**src/rtl/core/deq_pkg.sv**
```systemverilog
// ----------------------------------------------------------------------------
// deq_pkg
// Shared types, widths and the ring index helper of the double-ended queue.
// ----------------------------------------------------------------------------
package deq_pkg;

    localparam int DEPTH   = 16;
    localparam int IDX_W   = (DEPTH > 1) ? $clog2(DEPTH) : 1;
    localparam int CNT_W   = $clog2(DEPTH + 1);
    localparam int SUM_W   = CNT_W + 1;
    localparam int DATA_W  = 32;
    localparam int OP_W    = 3;
    localparam int COUNT_W = 5;

    localparam int IN_TDATA_W  = 32;
    localparam int OUT_TDATA_W = 72;

    localparam logic signed [DATA_W-1:0] INT_MIN = 32'sh8000_0000;

    typedef enum logic [OP_W-1:0] {
        OP_QUERY      = 3'd0,
        OP_INS_FRONT  = 3'd1,
        OP_INS_REAR   = 3'd2,
        OP_DEL_FRONT  = 3'd3,
        OP_DEL_REAR   = 3'd4
    } t_op;

    typedef enum logic {
        ST_IDLE,
        ST_READ
    } t_state;

    typedef struct packed {
        logic                     pad;
        logic                     rejected;
        logic                     empty_res;
        logic [COUNT_W-1:0]       count;
        logic signed [DATA_W-1:0] rear_value;
        logic signed [DATA_W-1:0] front_value;
    } t_result;

    // base + offset modulo DEPTH, with base < DEPTH and offset <= DEPTH
    function automatic logic [IDX_W-1:0] ring_add(input logic [IDX_W-1:0] base,
                                                  input logic [CNT_W-1:0] offset);
        logic [SUM_W-1:0] sum;
        sum = SUM_W'(base) + SUM_W'(offset);
        if (sum >= SUM_W'(DEPTH)) begin
            sum = sum - SUM_W'(DEPTH);
        end
        return sum[IDX_W-1:0];
    endfunction

endpackage

```
**src/rtl/core/double_ended_queue.sv**
```systemverilog
// ----------------------------------------------------------------------------
// double_ended_queue
// Deque of signed 32-bit values kept in a ring buffer RAM.
// ----------------------------------------------------------------------------
// Each input beat carries an operation in tuser and a value in tdata; each
// beat yields one result beat with the front and rear values, the count and
// the empty and rejected flags. Front and rear are cached in registers, so a
// query, an insert, a rejected operation or a delete that empties the queue
// needs no RAM read. A delete that leaves entries behind fetches the new
// front or rear from the entry RAM (registered read data), holding off
// input in a read state meanwhile. A result register with a one-beat skid
// stage keeps input beats flowing while output waits, until the skid is full.
module double_ended_queue (
    input  logic                             i_clk,
    input  logic                             i_rst_n,
    input  logic                             i_s_tvalid,
    output logic                             o_s_tready,
    input  logic [deq_pkg::IN_TDATA_W-1:0]   i_s_tdata,   // value[31:0]
    input  logic [deq_pkg::OP_W-1:0]         i_s_tuser,   // opcode[2:0]
    output logic                             o_m_tvalid,
    input  logic                             i_m_tready,
    // front_value[31:0], rear_value[63:32], count[68:64], empty_res[69],
    // rejected[70], zero pad[71]
    output logic [deq_pkg::OUT_TDATA_W-1:0]  o_m_tdata
);

    import deq_pkg::*;

    t_state            r_state, n_state;
    logic [IDX_W-1:0]  r_head, n_head;
    logic [CNT_W-1:0]  r_count, n_count;
    logic [DATA_W-1:0] r_front, n_front;
    logic [DATA_W-1:0] r_rear, n_rear;
    logic              r_fill_front, n_fill_front;
    logic              r_out_valid;
    t_result           r_out;
    logic              r_skid_valid;
    t_result           r_skid;

    logic              s_accept;
    logic              need_read;
    logic              rej;
    logic              ram_we;
    logic [IDX_W-1:0]  ram_waddr;
    logic              ram_re;
    logic [IDX_W-1:0]  ram_raddr;
    logic [DATA_W-1:0] ram_rdata;
    logic              res_valid;
    t_result           res;
    logic              out_free;
    logic              full;
    logic              empty;

    assign full     = (r_count == CNT_W'(DEPTH));
    assign empty    = (r_count == '0);
    assign s_accept = i_s_tvalid && o_s_tready;
    assign out_free = !r_out_valid || i_m_tready;

    deq_ram #(
        .WIDTH (DATA_W),
        .DEPTH (DEPTH),
        .ADDR_W(IDX_W)
    ) u_ram (
        .i_clk  (i_clk),
        .i_we   (ram_we),
        .i_waddr(ram_waddr),
        .i_wdata(i_s_tdata),
        .i_re   (ram_re),
        .i_raddr(ram_raddr),
        .o_rdata(ram_rdata)
    );

    // operation decode and pointer update
    always_comb begin
        n_head       = r_head;
        n_count      = r_count;
        n_front      = r_front;
        n_rear       = r_rear;
        n_fill_front = r_fill_front;
        rej          = 1'b0;
        need_read    = 1'b0;
        ram_we       = 1'b0;
        ram_waddr    = r_head;
        ram_raddr    = r_head;
        if (s_accept) begin
            case (t_op'(i_s_tuser))
                OP_INS_FRONT: begin
                    if (full) begin
                        rej = 1'b1;
                    end else begin
                        n_head    = (r_head == '0) ? IDX_W'(DEPTH - 1) : r_head - 1'b1;
                        ram_we    = 1'b1;
                        ram_waddr = n_head;
                        n_count   = r_count + 1'b1;
                        n_front   = i_s_tdata;
                        if (empty) begin
                            n_rear = i_s_tdata;
                        end
                    end
                end
                OP_INS_REAR: begin
                    if (full) begin
                        rej = 1'b1;
                    end else begin
                        ram_we    = 1'b1;
                        ram_waddr = ring_add(r_head, r_count);
                        n_count   = r_count + 1'b1;
                        n_rear    = i_s_tdata;
                        if (empty) begin
                            n_front = i_s_tdata;
                        end
                    end
                end
                OP_DEL_FRONT: begin
                    if (empty) begin
                        rej = 1'b1;
                    end else begin
                        n_head       = ring_add(r_head, CNT_W'(1));
                        n_count      = r_count - 1'b1;
                        need_read    = (n_count != '0);
                        ram_raddr    = n_head;
                        n_fill_front = 1'b1;
                    end
                end
                OP_DEL_REAR: begin
                    if (empty) begin
                        rej = 1'b1;
                    end else begin
                        n_count      = r_count - 1'b1;
                        need_read    = (n_count != '0);
                        ram_raddr    = ring_add(r_head, n_count - 1'b1);
                        n_fill_front = 1'b0;
                    end
                end
                default: begin
                end
            endcase
        end else if (r_state == ST_READ) begin
            if (r_fill_front) begin
                n_front = ram_rdata;
            end else begin
                n_rear = ram_rdata;
            end
        end
    end

    // next state
    always_comb begin
        n_state = r_state;
        case (r_state)
            ST_IDLE: begin
                if (s_accept && need_read) begin
                    n_state = ST_READ;
                end
            end
            ST_READ: begin
                n_state = ST_IDLE;
            end
            default: begin
                n_state = ST_IDLE;
            end
        endcase
    end

    // outputs
    always_comb begin
        o_s_tready      = 1'b0;
        ram_re          = 1'b0;
        res_valid       = 1'b0;
        res.pad         = 1'b0;
        res.rejected    = rej;
        res.empty_res   = (n_count == '0);
        res.count       = COUNT_W'(n_count);
        res.front_value = (n_count == '0) ? INT_MIN : n_front;
        res.rear_value  = (n_count == '0) ? INT_MIN : n_rear;
        case (r_state)
            ST_IDLE: begin
                o_s_tready = !r_skid_valid;
                ram_re     = s_accept && need_read;
                res_valid  = s_accept && !need_read;
            end
            ST_READ: begin
                res_valid = 1'b1;
            end
            default: begin
            end
        endcase
    end

    always_ff @(posedge i_clk) begin
        if (!i_rst_n) begin
            r_state      <= ST_IDLE;
            r_head       <= '0;
            r_count      <= '0;
            r_fill_front <= 1'b0;
            r_out_valid  <= 1'b0;
            r_skid_valid <= 1'b0;
        end else begin
            r_state      <= n_state;
            r_head       <= n_head;
            r_count      <= n_count;
            r_fill_front <= n_fill_front;
            if (out_free) begin
                if (r_skid_valid) begin
                    r_out_valid  <= 1'b1;
                    r_skid_valid <= 1'b0;
                end else begin
                    r_out_valid <= res_valid;
                end
            end else if (res_valid) begin
                r_skid_valid <= 1'b1;
            end
        end
    end

    always_ff @(posedge i_clk) begin
        r_front <= n_front;
        r_rear  <= n_rear;
        if (out_free) begin
            if (r_skid_valid) begin
                r_out <= r_skid;
            end else if (res_valid) begin
                r_out <= res;
            end
        end else if (res_valid) begin
            r_skid <= res;
        end
    end

    assign o_m_tvalid = r_out_valid;
    assign o_m_tdata  = r_out;

    a_count_bound: assert property (@(posedge i_clk) disable iff (!i_rst_n)
        r_count <= CNT_W'(DEPTH))
        else $error("entry count exceeds depth");

    a_skid_order: assert property (@(posedge i_clk) disable iff (!i_rst_n)
        r_skid_valid |-> r_out_valid)
        else $error("skid holds a beat while output register is empty");

    a_read_slot: assert property (@(posedge i_clk) disable iff (!i_rst_n)
        (r_state == ST_READ) |-> !r_skid_valid)
        else $error("read return has no free result slot");

    a_read_one: assert property (@(posedge i_clk) disable iff (!i_rst_n)
        (r_state == ST_READ) |=> (r_state == ST_IDLE))
        else $error("read state held longer than one cycle");

    a_reject_edge: assert property (@(posedge i_clk) disable iff (!i_rst_n)
        (o_m_tvalid && r_out.rejected) |->
            (r_out.count == '0 || r_out.count == COUNT_W'(DEPTH)))
        else $error("rejected beat with neither empty nor full queue");

endmodule

```
**src/rtl/core/deq_ram.sv**
```systemverilog
// ----------------------------------------------------------------------------
// deq_ram
// Generic single-write, single-read RAM with registered read data.
// ----------------------------------------------------------------------------
module deq_ram #(
    parameter int WIDTH = 32,
    parameter int DEPTH = 16,
    parameter int ADDR_W = (DEPTH > 1) ? $clog2(DEPTH) : 1
) (
    input  logic              i_clk,
    input  logic              i_we,
    input  logic [ADDR_W-1:0] i_waddr,
    input  logic [WIDTH-1:0]  i_wdata,
    input  logic              i_re,
    input  logic [ADDR_W-1:0] i_raddr,
    output logic [WIDTH-1:0]  o_rdata
);

    logic [WIDTH-1:0] r_mem [DEPTH];
    logic [WIDTH-1:0] r_rdata;

    always_ff @(posedge i_clk) begin
        if (i_we) begin
            r_mem[i_waddr] <= i_wdata;
        end
        if (i_re) begin
            r_rdata <= r_mem[i_raddr];
        end
    end

    assign o_rdata = r_rdata;

endmodule
```
**config.mk**
```make
export PLATFORM = sky130hd
export DESIGN_NAME = double_ended_queue
export DESIGN_NICKNAME = d
export VERILOG_FILES = /design/src/rtl/core/deq_pkg.sv /design/src/rtl/core/double_ended_queue.sv /design/src/rtl/core/deq_ram.sv
export SDC_FILE = /design/constraint.sdc
export NUM_CORES = 1
export LEC_CHECK = 0
export BUFFER_PORTS_ARGS = -buffer_cell sky130_fd_sc_hd__buf_2
export CAP_MARGIN = 20
export CORE_MARGIN = 2
export CORE_UTILIZATION = 40
export DETAILED_ROUTE_END_ITERATION = 8
export GPL_TIMING_DRIVEN = 0
export PLACE_DENSITY = 0.62
export SYNTH_ARGS = -nofsm -noshare
export SYNTH_HDL_FRONTEND = slang
export SYNTH_HIERARCHICAL = 1
export SYNTH_SLANG_ARGS = --single-unit
```
**constraint.sdc**
```tcl
create_clock -name i_clk -period 12.5 [get_ports i_clk]
set_clock_uncertainty 0.2 [all_clocks]
set_input_delay 2.5 -clock i_clk [delete_from_list [all_inputs] [get_ports i_clk]]
set_output_delay 2.5 -clock i_clk [all_outputs]
set_load 0.02 [all_outputs]
```
==> run metrics, run 1 <==
status=finished, final reports clean; setup TNS=0 ns; Vias=17900; Synth Instances=between 1500 and 2000; Synthesis Warnings=6; routed wl met3=about 4600 um; WHS=0.324 ns; clock sink count=763; sequential area share after synthesis=0.721; Hold Crit Depth=2; syn_area_per_cell=16.1 sq um; initial antenna violation count=2; Setup crit start kind=primary input; pin count of the biggest net entering global routing=59; GRT overflow=0; Final Cycle Share=0.500; share of post-route cells with drive strength above 1=0.207; element type at the critical path end=flip-flop; GRT Util Overall=0.190; synthesis-to-layout area growth=16.4%; CTS Buf Count=just under 80; Sw Ratio=0.252; Leak=roughly 12 nW; row count=about 100; DR top layer=met5; first-pass GRT wire length=between 100000 and 150000 um; Worst R2R Path Depth=14; Pre-antenna DRT Iters=5; critical path type=in -> reg; worst hold path class=reg -> reg; EDFF count, synth=between 600 and 700; clock period minus worst slack=between 6 and 7 ns; Worst-Skew Late Latency=approximately 0.63 ns; max-cap viol count=0; Max Slew Vio Count=0; post-CTS setup buffers=0; post-layout util=0.471; Overall Power=between 0.006 and 0.007 W; non-filler instance count after layout=about 3200; main flop type after synthesis=edfxtp_1; CTS clk-pin slew, worst paths=roughly 0.06 ns; Cell Int Power=0.00459 W; slowest stage cell on the critical path=nor2_4; Initial Util=0.404; Post-Syn Nets=about 2000; WL/cell=between 20 and 25 um; CTS Buffer Depth=3; cts hold-fix bufs=0; Final #Nets=~2200; max_slew headroom=0.307; Comb pwr share=0.134; Cells after DPL=around 3100; PortBufs=110; CORE AREA=roughly 76000 sq um; crit-path max FO=18; wl on met1=roughly 32000 um; routability cong.=0.915; clock group share of total power=0.378; CP cell instances=buf_2 > nor3b_1 > clkbuf_1 > nand3_1 > clkbuf_1 > clkbuf_1 > nand2_1 > a31oi_1 > nand2_1 > nor2_4 > buf_16; full die area=slightly below 80000 sq um; Die Span Y=between 200 and 300 um; die width=281 um; boundary pin count=around 110; Netlist Area Pre-Place=30700 sq um; flops & latches, synth=763; RSZ-0062 raised after global routing=no; data arrival time of the worst path=approximately 6.4 ns; Vias/cell=5.56; Root Buffer=clkbuf_16; Largest stage delay, worst path=just over 0.7 ns; TritonCTS clock tree=yes; metal2 WL=roughly 37000 um; H-tree levels=3; Peak VDD IR=about 0.11 mV; vias in the first global route=approximately 18000; DRC=0; Fill cells=around 6400; Fmax achieved=around 0.16 GHz; ys async rst share=0; Routed WL=between 70000 and 80000 um; Detail Route Antenna Nets=0; Post-CTS Resized=0; worst-margin pin slew=approximately 1.0 ns; PwrDens=around 170 nW/um^2; Switch Pwr=approximately 0.0015 W; hpwl dp=around 52000 um; final setup vio count=0; Synth cell types=between 60 and 70; final-report hold violation count=0; DR iter-0 viols=around 1700; Flop pwr share=0.488; Crit path required time=about 13 ns; most used cell, CP=clkbuf_1
area by class of cell:
type,instances,area (sq um),area share
clock inverter,45,485,0.0136
antenna,1,2.50,0.0000700
tap,1030,1290,0.0360
sequential,763,22100,0.619
clock buffer,99,2060,0.0576
timing repair buffer,139,1070,0.0300
inverter,79,298,0.00833
buffer,134,618,0.0173
multi-input combinational,933,7790,0.218
metal layers:
metal	vias to the layer above	global-route usage
li1	7972	-
met1	9216	0.256
met2	637	0.317
met3	97	0.0334
met4	4	0.0540
met5	-	0
synthesized netlist by cell type (all sizes together), types with 5 or more instances:
cell / number / share of area
nand2: 142 / 0.017
nand2b: 5 / 0.0010
a221oi: 33 / 0.0096
o32a: 32 / 0.010
mux2: 5 / 0.0018
o31ai: 63 / 0.015
dfxtp: 77 / 0.050
and2: 10 / 0.0020
mux4: 128 / 0.094
nor2: 123 / 0.015
clkbuf: 81 / 0.0099
buf: 53 / 0.010
nand3: 10 / 0.0016
a22oi: 66 / 0.016
o21ai: 86 / 0.014
ha: 13 / 0.0053
xnor2: 9 / 0.0026
inv: 77 / 0.0094
a31oi: 8 / 0.0016
nor3: 14 / 0.0023
a21oi: 113 / 0.018
edfxtp: 686 / 0.67
placed cells by master, fill, tap and decap left out, types with 5 or more instances in the layout:
| cell type | n |
|---|---|
| o32a_1 | 32 |
| nand2_1 | 142 |
| mux2_2 | 5 |
| a31oi_1 | 8 |
| buf_4 | 11 |
| nor3_1 | 10 |
| clkinv_2 | 15 |
| inv_1 | 77 |
| buf_12 | 5 |
| nand3_1 | 10 |
| clkinv_1 | 13 |
| o21ai_0 | 84 |
| clkbuf_8 | 5 |
| a22oi_1 | 66 |
| buf_2 | 131 |
| dfxtp_1 | 77 |
| clkbuf_1 | 98 |
| nand2b_1 | 5 |
| a21oi_1 | 113 |
| buf_1 | 16 |
| ha_1 | 13 |
| buf_6 | 19 |
| xnor2_1 | 9 |
| nor2_1 | 110 |
| mux4_2 | 128 |
| bufinv_16 | 8 |
| a221oi_1 | 32 |
| clkbuf_16 | 77 |
| edfxtp_1 | 686 |
| and2_1 | 8 |
| o31ai_1 | 63 |
| buf_16 | 10 |
| nor2_4 | 13 |
kinds of logic (layout without fill, tap and decap cells):
family                   after synthesis  in the layout  share of synthesized area
AO/OA/AOI/OAI                        436            436                     0.0958
flip-flops                           763            763                      0.721
other                                  1              2                   0.000122
adder cells (fa/ha/maj)               15             15                    0.00660
buffers and inverters                213            496                     0.0298
AND/OR/NAND/NOR                      333            333                     0.0469
XOR/XNOR                              12             12                    0.00342
multiplexers                         136            136                     0.0966
power groups by stage:
stage          clock (W)  sequential [W]  combinational, W
2_1_floorplan          0         0.00311          0.000474
3_3_place_gp           0         0.00305          0.000789
3_5_place_dp           0         0.00305          0.000821
4_1_cts          0.00237         0.00300          0.000823
5_1_grt          0.00246         0.00301          0.000898
6_report         0.00232         0.00300          0.000822
worst paths after layout:
check | start | to | slack, ns
max | i_s_tvalid | u_ram/r_mem[7][9] | 6.25
min | r_skid[61] | o_m_tdata[61] | 0.32
max reg2reg | r_count[0] | u_ram/o_rdata[25] | 7.20
min reg2reg | r_skid[61] | o_m_tdata[61] | 0.32
state kept, by name, summed over array words and instances (netlist names):
signal / count
o_m_tdata: 71
u_ram/r_mem: 512
r_state: 1
u_ram/o_rdata: 32
r_fill_front: 1
r_skid: 71
o_m_tvalid: 1
r_count: 5
r_rear: 32
r_head: 4
r_skid_valid: 1
r_front: 32
per-stage QoR:
stage                     instance area [sq um]  setup slack [ns]
final                                     35800              6.25
after CTS                                 35800              6.28
after detailed placement                  33200              5.67
after floorplan                           30700              5.30
after global routing                      35800              5.94
after global placement                    32600              2.49
critical path, delay by kind of cell:
family                 cells  cell delay (ns)
AND/OR/NAND/NOR            5             1.60
AO/OA/AOI/OAI              1             0.66
buffers and inverters      5             1.58
Power figures use the tool's default switching activity.
==> run 2: changes to the inputs <==
- PLACE_DENSITY: 0.62 -> 0.64
- clock period: 12.5 -> 5.24 ns (I/O delays scaled with it)
==> run 2 against run 1 <==
Net effect:
- via count increased by 0.42%
- utilization increased by 0.15 points
- cell count decreased by 0.16%
- critical path type is now reg -> reg
- non-clock buffer count decreased by 1
- die area unchanged
- wire length increased by 1.3%
- worst setup slack got worse by 6.1 ns
==> run metrics, run 2 (synthesis gave the netlist of run 1 again) <==
Vias/cell=5.59 (+0.57%); reg2reg setup slack=0.15 ns (-7.05 ns); Initial Util=0.404 (unchanged); Leak=11.8 nW (about the same); initial antenna violation count=3 (+1); cts hold-fix bufs=0 (unchanged); Die Span Y=281 um (unchanged); setup TNS=0 ns (unchanged); boundary pin count=113 (unchanged); CTS Buffer Depth=3 (unchanged); worst-margin pin slew=1.01 ns (-0.0200 ns); CTS clk-pin slew, worst paths=0.06 ns (about the same); Crit path required time=5.39 ns (-7.23 ns); PortBufs=110 (unchanged); # diodes=0 (-1); H-tree levels=3 (unchanged); GRT overflow=0 (unchanged); Peak VDD IR=0.220 mV (+110%); routability cong.=0.893 (-2.4%); final-report hold violation count=0 (unchanged); element type at the critical path end=flip-flop; synthesis-to-layout area growth=16.8%; Hold Crit Depth=2 (unchanged); Final #Nets=2180 (-0.046%); Worst R2R Path Depth=14 (unchanged); clock period minus worst slack=5.09 ns; Detail Route Antenna Nets=0 (unchanged); Biggest register=u_ram/r_mem; worst hold path class=reg -> reg; Worst-Skew Late Latency=0.62 ns (about the same); Pre-antenna DRT Iters=5 (unchanged); Final Cycle Share=0.971; clock sink count=763 (unchanged); Root Buffer=clkbuf_16; reg-to-reg critical path endpoint=u_ram/o_rdata[9]; die width=281 um (unchanged); final setup vio count=0 (unchanged); worst flop-to-flop path startpoint=r_count[0]; max_slew headroom=0.326 (+0.0191); critical path type=reg -> reg; pin count of the biggest net entering global routing=70 (+19%); crit-path max FO=10 (-8); first-pass GRT wire length=113000 um (+1.3%); Worst Hold Path EP=o_m_tdata[55]; GRT Util Overall=0.192 (+0.00249); hpwl dp=52600 um (+0.59%); status=finished, final reports clean; PwrDens=406 nW/um^2 (+140%); TritonCTS clock tree=yes; vias in the first global route=18100 (+0.17%); max FFs per register=512 (unchanged); share of post-route cells with drive strength above 1=0.208 (+0.00175); Vias=18000 (+0.42%); CTS Buf Count=77 (unchanged); max-cap viol count=0 (unchanged); min-delay src=r_skid[55]; row count=101 (unchanged); full die area=79000 sq um (unchanged); WL/cell=23.5 um (+1.4%); CORE AREA=75900 sq um (unchanged); data arrival time of the worst path=5.23 ns (-1.15 ns); Max Slew Vio Count=0 (unchanged); DRC=0 (unchanged); Fmax achieved=around 0.20 GHz; Overall Power=0.0146 W (+140%); DR iter-0 viols=1632 (-5.4%); most common cell after layout, fill and taps aside=edfxtp_1; RSZ-0062 raised after global routing=no; Setup crit start kind=flip-flop; Routed WL=75700 um (+1.3%); most frequent cells in the layout=686 x edfxtp_1, 142 x nand2_1, 131 x buf_2
[run 2: cell count changes in the layout (fill, tap and decap cells not counted), moves of 3 or more]
cell / change
clkbuf_16: +4
nor3_2: -4
clkbuf_2: +8
buf_1: -6
clkbuf_8: -3
buf_16: +7
buf_8: +3
inv_6: -3
buf_6: -12
nor3_4: +4
[run 2: power breakdown]
| part | switching (W) | total (W) | internal [W] |
|---|---|---|---|
| clock | 0.00227 | 0.00543 | 0.00316 |
| combinational | 0.00129 | 0.00199 | 0.000700 |
| sequential | 0.0000878 | 0.00715 | 0.00706 |
[run 2: how the worst max path moves through the flow]
stage / depth (start not counted) / end / from
floorplan: 9 / u_ram/r_mem[15][0] / i_s_tuser[1]
global placement: 11 / u_ram/r_mem[2][12] / r_count[0]
detailed placement: 11 / u_ram/r_mem[7][11] / i_s_tvalid
CTS: 14 / u_ram/o_rdata[24] / r_count[0]
global route: 13 / u_ram/r_mem[1][8] / r_count[0]
finish: 14 / u_ram/o_rdata[9] / r_count[0]
[run 2: cell type report]
type | instances | area, sq um
Clock inverter | 39 | 373
Multi-Input combinational cell | 933 | 7830
Tap cell | 1030 | 1290
Inverter | 79 | 298
Clock buffer | 102 | 2130
Sequential cell | 763 | 22100
Fill cell | 6420 | 40100
Buffer | 134 | 628
Timing Repair Buffer | 138 | 1200
[run 2: worst max-delay path, cell delays in order, from the launching register on]
cell and delay, ns:
dfxtp_1 0.46, clkbuf_1 0.34, inv_1 0.12, ha_1 0.36, xnor2_1 0.22, inv_1 0.09, fa_1 0.47, a21oi_1 0.15
a31oi_1 0.06, a31oi_1 0.46, buf_2 0.44, buf_1 0.67, mux4_2 0.41, a22oi_1 0.22, nand2_1 0.15
[run 2: per-layer routing]
layer / up-vias / share of wire / wire (um) / track usage
li1: 7956 / - / - / -
met5: - / 0.00061 / 46 / 0
met2: 694 / 0.50 / 37500 / 0.323
met4: 6 / 0.019 / 1460 / 0.0539
met1: 9235 / 0.42 / 31500 / 0.261
met3: 110 / 0.068 / 5170 / 0.0285
[run 2: timing repair]
action,CTS,global route
buffers inserted,0,3
setup endpoints to repair,32,43
gates resized for setup,1,11
pin swaps,0,3
[run 2: per-stage QoR]
step,setup slack [ns],cell area [sq um],hold WS (ns),util,cells
2_1_floorplan,0.367,30700,0.265,-,1909
3_3_place_gp,-1.98,32600,0.309,0.429,3049
3_5_place_dp,-0.649,33300,0.310,0.438,3074
4_1_cts,0.0756,35800,0.324,0.471,3215
5_1_grt,0.00141,35900,0.337,0.472,3218
6_report,0.154,35900,0.324,0.472,3218
==> run 3: changes to the inputs <==
- CELL_PAD_IN_SITES_DETAIL_PLACEMENT: unset -> 1
- CELL_PAD_IN_SITES_GLOBAL_PLACEMENT: unset -> 2
- PLACE_DENSITY: 0.64 -> 0.79
==> run 3 against run 2 <==
Net effect:
- critical path depth decreased by 2
- design area decreased by 0.10%
- register-to-register slack improved by 0.097 ns
- first-iteration DRC count decreased by 8.1%
- critical path type unchanged
==> run metrics, run 3 (synthesis gave the netlist of run 1 again) <==
status=finished, final reports clean; clock sink count=763 (unchanged); crit-path max FO=17 (+7); pin count of the biggest net entering global routing=64 (-8.6%); worst flop-to-flop path startpoint=r_count[0]; Final Cycle Share=0.952 (-0.0186); share of post-route cells with drive strength above 1=0.211 (+0.00212); non-filler instance count after layout=3216 (-0.062%); crit path launch=r_count[0]; Place WS=-0.527 ns (+0.123 ns); GRT overflow=0 (unchanged); Final #Nets=2180 (unchanged); hpwl dp=58000 um (+10%); first-pass GRT wire length=124000 um (+9.2%); boundary pin count=113 (unchanged); Setup crit start kind=flip-flop; Vias/cell=5.69 (+1.8%); Detail Route Antenna Nets=0 (unchanged); most frequent cells in the layout=686 x edfxtp_1, 142 x nand2_1, 131 x buf_2; initial antenna violation count=3 (unchanged); slowest stage cell on the critical path=or3b_2; post-CTS setup buffers=0 (unchanged); CTS Buffer Depth=3 (unchanged); clock group share of total power=0.366 (-0.007); most used cell, CP=clkbuf_1; Leak=11.8 nW (about the same); Biggest register=u_ram/r_mem; element type at the critical path end=flip-flop; CTS Buf Count=77 (unchanged); Pre-antenna DRT Iters=5 (unchanged); Initial Util=0.404 (unchanged); RSZ-0062 raised after global routing=no; worst-margin pin slew=1.03 ns (+0.0244 ns); max_slew headroom=0.310 (-0.0163); vias in the first global route=19300 (+6.6%); Sw Ratio=0.255 (+0.00503); die width=281 um (unchanged); CTS clk-pin slew, worst paths=0.06 ns (about the same); H-tree levels=3 (unchanged); cts hold-fix bufs=0 (unchanged); clock period minus worst slack=4.99 ns (-0.0974 ns); Die Span Y=281 um (unchanged); Peak VDD IR=0.213 mV (-3.1%); fin worst setup slack=0.252 ns (+0.0974 ns); delay-heaviest family, CP=simple AND/OR/NAND/NOR gates; critical path type=reg -> reg; final setup vio count=0 (unchanged); max-cap viol count=0 (unchanged); full die area=79000 sq um (unchanged); final-report hold violation count=0 (unchanged); Comb pwr share=0.140 (+0.004); DR iter-0 viols=1499 (-8.1%); row count=101 (unchanged); Crit path required time=5.35 ns (-0.04 ns); Worst-Skew Late Latency=0.63 ns (about the same); Largest stage delay, worst path=0.61 ns (-0.06 ns); CORE AREA=75900 sq um (unchanged); worst hold path class=reg -> reg; WL/cell=25.8 um (+9.6%); Cell Int Power=0.0108 W (-1.2%); Cells after DPL=3077 (+0.098%); Root Buffer=clkbuf_16; Post-CTS Resized=3 (+2); Vias=18300 (+1.7%); Switch Pwr=0.00369 W (+1.5%); Critical path buffers and inverters=4 (-1); routability cong.=0.884 (-1.1%); most common cell after layout, fill and taps aside=edfxtp_1; PortBufs=110 (unchanged); TritonCTS clock tree=yes; data arrival time of the worst path=5.09 ns (-0.14 ns); Flop pwr share=0.494 (+0.003); synthesis-to-layout area growth=16.7%; min-delay src=r_skid[13]; Routed WL=83000 um (+9.6%); CP cell instances=clkbuf_1 > inv_1 > ha_1 > nor4bb_2 > clkbuf_1 > a21oi_1 > o21ai_0 > o22ai_1 > a22o_1 > or3b_2 > nor2_4 > buf_12; GRT Util Overall=0.211 (+0.0191); Fmax achieved=0.200 GHz (+2.0%); DRC=0 (unchanged); PwrDens=404 nW/um^2 (-0.42%); Max Slew Vio Count=0 (unchanged); max FFs per register=512 (unchanged)
run 3: area by class of cell:
cell class	instances	area, sq um
sequential	763	22100
multi-input combinational	933	7830
antenna	1	2.50
timing repair buffer	138	1230
clock inverter	32	304
buffer	134	639
tap	1030	1290
clock buffer	106	2110
inverter	79	298
fill	7322	40100
run 3: stage by stage:
stage	power [W]	util	setup TNS (ns)	area, sq um	hold slack, ns
2_1_floorplan	0.00854	-	0	30700	0.265
3_3_place_gp	0.00918	0.429	-909.74	32600	0.309
3_5_place_dp	0.00930	0.440	-79.16	33400	0.316
4_1_cts	0.0146	0.472	0	35800	0.332
5_1_grt	0.0150	0.472	0	35800	0.344
6_report	0.0145	0.472	0	35800	0.328
run 3: worst min-delay path, cell delays in order (launching register included):
cell      delay, ns
edfxtp_1       0.32
nand2_1        0.05
o31ai_1        0.05
run 3: power by group through the flow:
| stage | clock (W) | combinational (W) | sequential, W |
|---|---|---|---|
| 2_1_floorplan | 0 | 0.00113 | 0.00740 |
| 3_3_place_gp | 0 | 0.00191 | 0.00727 |
| 3_5_place_dp | 0 | 0.00202 | 0.00728 |
| 4_1_cts | 0.00540 | 0.00203 | 0.00716 |
| 5_1_grt | 0.00561 | 0.00220 | 0.00718 |
| 6_report | 0.00531 | 0.00203 | 0.00715 |
run 3: final timing paths:
| kind | slack [ns] | end | depth (start not counted) |
|---|---|---|---|
| worst max-delay path | 0.25 | u_ram/r_mem[2][1] | 12 |
| worst min-delay path | 0.33 | o_m_tdata[13] | 2 |
| worst max register to register | 0.25 | u_ram/r_mem[2][1] | 12 |
| worst min register to register | 0.33 | o_m_tdata[13] | 2 |
run 3: metal layers:
| layer | vias up | GRT usage | part of all wire |
|---|---|---|---|
| met5 | - | 0 | 0.00019 |
| met3 | 120 | 0.0297 | 0.061 |
| met1 | 9581 | 0.276 | 0.41 |
| li1 | 7951 | - | - |
| met4 | 2 | 0.0640 | 0.023 |
| met2 | 652 | 0.366 | 0.50 |
